$ cat src/hdl/min_gap_max_range_tracker_core_macros.svh
// Assertion macros shared by the span tracker RTL
`ifndef MIN_GAP_MAX_RANGE_TRACKER_CORE_MACROS_SVH
`define MIN_GAP_MAX_RANGE_TRACKER_CORE_MACROS_SVH

`ifndef NO_ASSERTIONS
`define MGR_ASSERT_SAME(label, ante, cons, msg) \
    label: assert property (@(posedge clk) disable iff (!rst_n) (ante) |-> (cons)) \
        else $error(msg);
`define MGR_ASSERT_NEXT(label, ante, cons, msg) \
    label: assert property (@(posedge clk) disable iff (!rst_n) (ante) |=> (cons)) \
        else $error(msg);
`else
`define MGR_ASSERT_SAME(label, ante, cons, msg)
`define MGR_ASSERT_NEXT(label, ante, cons, msg)
`endif

`endif

$ cat src/hdl/mgr_pkg.sv
// Shared constants and types for the span tracker
`timescale 1ns / 1ps
package mgr_pkg;

    localparam int MAX_ENTRIES = 64;
    localparam int VAL_W       = 32;
    localparam int CNT_W       = $clog2(MAX_ENTRIES + 1);
    localparam int CAP_W       = 7;
    localparam int ADDR_W      = 3;

    localparam logic [ADDR_W-3:0] REG_CAPACITY = '0;

    typedef struct packed {
        logic [VAL_W-1:0] val;
        logic             occ;
        logic             take;
    } link_t;

    typedef struct packed {
        logic             pred_hit;
        logic [VAL_W-1:0] pred_val;
        logic             succ_hit;
        logic [VAL_W-1:0] succ_val;
    } hit_t;

endpackage

$ cat src/hdl/mgr_cell.sv
// One slot of the sorted insertion chain
`timescale 1ns / 1ps
module mgr_cell
(
    input  logic                         clk,
    input  logic                         rst_n,
    input  logic                         commit,
    input  logic [mgr_pkg::VAL_W-1:0]    key,
    input  mgr_pkg::link_t               left,
    output mgr_pkg::link_t               right,
    output mgr_pkg::hit_t                hit
);

    logic                      occ_reg;
    logic [mgr_pkg::VAL_W-1:0] val_reg;
    logic                      take;
    logic                      first;

    assign take  = !occ_reg || (val_reg > key);
    assign first = take && !left.take;

    assign right.val  = val_reg;
    assign right.occ  = occ_reg;
    assign right.take = take;

    assign hit.pred_hit = first && left.occ;
    assign hit.pred_val = (first && left.occ) ? left.val : '0;
    assign hit.succ_hit = first && occ_reg;
    assign hit.succ_val = (first && occ_reg) ? val_reg : '0;

    always_ff @(posedge clk or negedge rst_n)
    begin
        if (!rst_n)
        begin
            occ_reg <= 1'b0;
        end
        else if (commit && take)
        begin
            occ_reg <= left.take ? left.occ : 1'b1;
        end
    end

    always_ff @(posedge clk)
    begin
        if (commit && take)
        begin
            val_reg <= left.take ? left.val : key;
        end
    end

endmodule

$ cat config.mk
export PLATFORM = sky130hd
export DESIGN_NAME = mgr_cell
export DESIGN_NICKNAME = d
export VERILOG_FILES = /design/src/hdl/min_gap_max_range_tracker_core_macros.svh /design/src/hdl/mgr_pkg.sv /design/src/hdl/mgr_cell.sv
export SDC_FILE = /design/constraint.sdc
export NUM_CORES = 1
export LEC_CHECK = 0
export BUFFER_PORTS_ARGS = -buffer_cell sky130_fd_sc_hd__buf_2
export CAP_MARGIN = 5
export CORE_MARGIN = 10
export CORE_UTILIZATION = 41
export DETAILED_ROUTE_END_ITERATION = 16
export PLACE_DENSITY = 0.78
export SLEW_MARGIN = 5
export SYNTH_ARGS = -nofsm -noshare
export SYNTH_HDL_FRONTEND = slang
export SYNTH_SLANG_ARGS = --single-unit
$ cat constraint.sdc
create_clock -name clk -period 3.55 [get_ports clk]
set_input_delay 0.355 -clock clk [delete_from_list [all_inputs] [get_ports clk]]
set_output_delay 0.355 -clock clk [all_outputs]
set_load 0.005 [all_outputs]
==> flow_summary.rst <==
.. list-table::
   :header-rows: 1

   * - Metric
     - Value
   * - Cell-internal power
     - 814 µW
   * - Part of the power in registers
     - 41.1%
   * - I/O pins
     - 169
   * - Worst relative slew slack
     - 25.1%
   * - Critical path cell sequence
     - ha_1 > nor2b_1 > o211ai_2 > a2111oi_4 > o31ai_4 > buf_4 > a31oi_1 > buf_2
   * - Slowest stage cell on the critical path
     - sky130_fd_sc_hd__o31ai_4
   * - Signal arrival time at the worst endpoint
     - 2820 ps
   * - Final worst path period need
     - 3170 ps
   * - DIE HEIGHT
     - 106 µm
   * - Final instance area
     - 0.00404 mm²
   * - Setup CP Type
     - reg2out
   * - Global-route total usage across every layer
     - 18.4%
   * - Most common cell after layout, fill and taps aside
     - sky130_fd_sc_hd__buf_2
   * - Hold-fix buffer count after cts
     - 1
   * - Post-CTS setup buffer count
     - 0
   * - Sequential area share after synthesis
     - 32.5%
   * - Data required time of the worst path
     - 3190 ps
   * - Maximum number of buffers from clock root to sink
     - 2
   * - Launching instance or port of the critical path
     - val_reg[1]$_DFFE_PP_
   * - Final Max Slew Viols
     - 0
   * - FP Rows
     - 31
   * - Yosys warning total
     - 0
   * - Clock Tree Root
     - sky130_fd_sc_hd__clkbuf_8
   * - Number of design rule violations left after detail routing
     - 0
   * - Cts bufs inserted
     - 5
   * - Grt ovf
     - 0
   * - IO Port Bufs
     - 168
   * - Total clock sinks
     - 33
   * - Depth of the worst register-to-register path
     - 6
   * - Wire length of the first global-routing pass
     - 17.1 mm
   * - CTS tree
     - done
   * - Yosys top cell area share
     - 31.7%
   * - Via count of the first global-routing pass
     - 3403
   * - DR pass1 iterations
     - 4
   * - Net count after synthesis
     - 481
   * - Setup_tns
     - 0 ps
   * - Share of post-route cells with drive strength above 1
     - 37.4%
   * - HP Class
     - in2reg
   * - Worst Setup End Kind
     - output port
   * - Fillers
     - 722
   * - Worst reg2reg setup slack
     - 810 ps
   * - Post-synth design cell area
     - 0.00303 mm²
   * - Maximum clock skew at final layout
     - 9.85 ps
   * - CTS resizes
     - 0
   * - Largest net degree at the start of global routing
     - 37
   * - Area growth, synth to finish
     - 33.2%
   * - Iter 0 DRT Violations
     - 169
   * - Total half-perimeter wirelength after legalization and detailed placement
     - 8.64 mm
   * - Leakage power figure
     - 2.18 nW
   * - Combinational cell fraction of total power
     - 36.5%
   * - Transition time at the pin with the least slew margin
     - 1120 ps
   * - Die area
     - 0.0112 mm²
   * - EDFF count, synth
     - 32
   * - Floorplan core area
     - 0.00721 mm²
   * - Effective utilization at floorplan
     - 42.0%
   * - Hold violation count in the final report
     - 0
   * - Via count
     - 3315
   * - Mean Syn Cell Area
     - 7.98 µm²
   * - Async set or reset register ratio after synthesis
     - 3.03%
   * - Top library cells by usage in the layout, fill and taps aside
     - 168 x sky130_fd_sc_hd__buf_2, 68 x sky130_fd_sc_hd__nand2_1, 66 x sky130_fd_sc_hd__inv_1
   * - Peak supply drop
     - 0.000131 V
   * - Switching Power
     - 444 µW
   * - Worst-path maximum fanout
     - 17
   * - Final setup violating endpoints
     - 0
   * - Clock slew at reported path FFs
     - 80 ps
   * - Synth Flop Type
     - sky130_fd_sc_hd__edfxtp_1
   * - Number of distinct library cells after synthesis
     - 36
   * - Routed len/inst
     - 16.9 µm
   * - Cell count after synthesis
     - 380
   * - Unrepaired setup endpoints after global routing
     - no
   * - Antenna violations before repair
     - 0
   * - Number of maximum-capacitance violations
     - 0
   * - Post-synthesis sequential element count
     - 33
   * - Largest area contributor in the netlist
     - sky130_fd_sc_hd__edfxtp_1
   * - Number of flip-flops under the largest register name
     - 32
   * - Fin Hold WS
     - 365 ps
   * - Largest cells by area after synthesis
     - sky130_fd_sc_hd__edfxtp_1 32%, sky130_fd_sc_hd__ha_1 13%, sky130_fd_sc_hd__nand2_1 8.4%
   * - Outcome
     - finished clean
   * - Startpoint Class
     - register
   * - Post-detailed-routing wire length
     - 10.8 mm
   * - CP peak stage delay
     - 670 ps
   * - Final period utilization
     - 89.4%
   * - Achievable Freq
     - 315 MHz
   * - Die W
     - 106 µm
   * - Worst r2r src
     - val_reg[27]$_DFFE_PP_
   * - Final antenna diode count
     - 0
   * - Destination of the worst register-to-register timing path
     - val_reg[8]$_DFFE_PP_
   * - H-tree Lvls
     - 2
   * - Share of total power consumed by net switching
     - 35.3%
   * - PwrDens
     - 312 mW/mm²
   * - Number of placed instances with taps included
     - 628
   * - Endpoint of the worst setup timing path
     - hit[43]
   * - Via count normalized by instance count
     - 5.20
   * - Post-route insts no fill
     - 637
   * - Area after DPL
     - 0.00395 mm²
   * - Fraction of the core area covered by cells at the end of the flow
     - 56.0%
   * - Final layout net count
     - 638
   * - ANT nets after route
     - 0
   * - Clock power share
     - 22.4%
   * - Final weighted congestion of routability-driven global placement
     - 0.872
   * - Worst-skew pair later-pin latency
     - 280 ps
==> power groups by stage <==
stage / clock (mW) / sequential [mW] / combinational [mW]
finish: 0.282 / 0.517 / 0.460
global route: 0.307 / 0.523 / 0.519
CTS: 0.286 / 0.517 / 0.466
detailed placement: 0 / 0.525 / 0.463
global placement: 0 / 0.522 / 0.449
floorplan: 0 / 0.521 / 0.259
==> worst max-delay path: cells and delay by family, from the launching register on <==
family	cells	cell delay, ps
buffers and inverters	2	550
DFF	1	420
adders and majority gates	1	310
and+or+nand+nor	1	150
AOI/OAI and AO/OA	4	1100
==> metrics by stage <==
stage	setup WS [ps]	total power [mW]
floorplan	511	0.780
global placement	721	0.971
detailed placement	638	0.988
CTS	383	1.27
global route	184	1.35
finish	377	1.26
==> cells in the mapped netlist (all sizes together), types with 2 or more instances <==
| library cell | number |
|---|---|
| o211ai | 2 |
| inv | 66 |
| a31oi | 33 |
| nand4 | 8 |
| ha | 32 |
| nand2 | 68 |
| nor2b | 2 |
| a21oi | 46 |
| edfxtp | 32 |
| o31ai | 2 |
| nor4 | 2 |
| clkbuf | 13 |
| o311ai | 2 |
| nand3 | 5 |
| a21o | 4 |
| o21a | 3 |
| buf | 16 |
| o21ai | 33 |
==> per-layer routing <==
layer / part of all wire [%] / track usage [%] / wire length (µm) / vias to the layer above
met5: 0 / 0 / 0 / -
met4: 1.5 / 5.90 / 165 / 0
met3: 7.6 / 4.53 / 823 / 11
met2: 51 / 32.9 / 5530 / 129
met1: 40 / 21.0 / 4270 / 1544
li1: - / - / - / 1631
==> logic make-up after synthesis <==
kind of cell    after synthesis  synth area share (%)
compound gates              129                  26.5
fa+ha+maj                    32                  13.2
simple gates                 90                  14.1
mux                           1                 0.371
buf+inv                      95                  13.4
flops                        33                  32.5
==> worst min-delay path by stage <==
stage	from	end	depth (start not counted)
after floorplan	rst_n	occ_reg$_DFFE_PN0P_	0
after CTS	left[7]	val_reg[5]$_DFFE_PP_	3
after detailed placement	rst_n	occ_reg$_DFFE_PN0P_	1
after global routing	rst_n	occ_reg$_DFFE_PN0P_	2
after global placement	rst_n	occ_reg$_DFFE_PN0P_	1
final	left[7]	val_reg[5]$_DFFE_PP_	3
==> cell type report <==
type | instances | area (µm²) | share of cell area (%)
Multi-Input combinational cell | 252 | 1670 | 41.4
Clock inverter | 1 | 5.00 | 0.124
Timing Repair Buffer | 179 | 926 | 22.9
Clock buffer | 7 | 76.3 | 1.89
Sequential cell | 33 | 986 | 24.4
Inverter | 66 | 248 | 6.13
Tap cell | 99 | 124 | 3.07
Power figures use the tool's default switching activity.
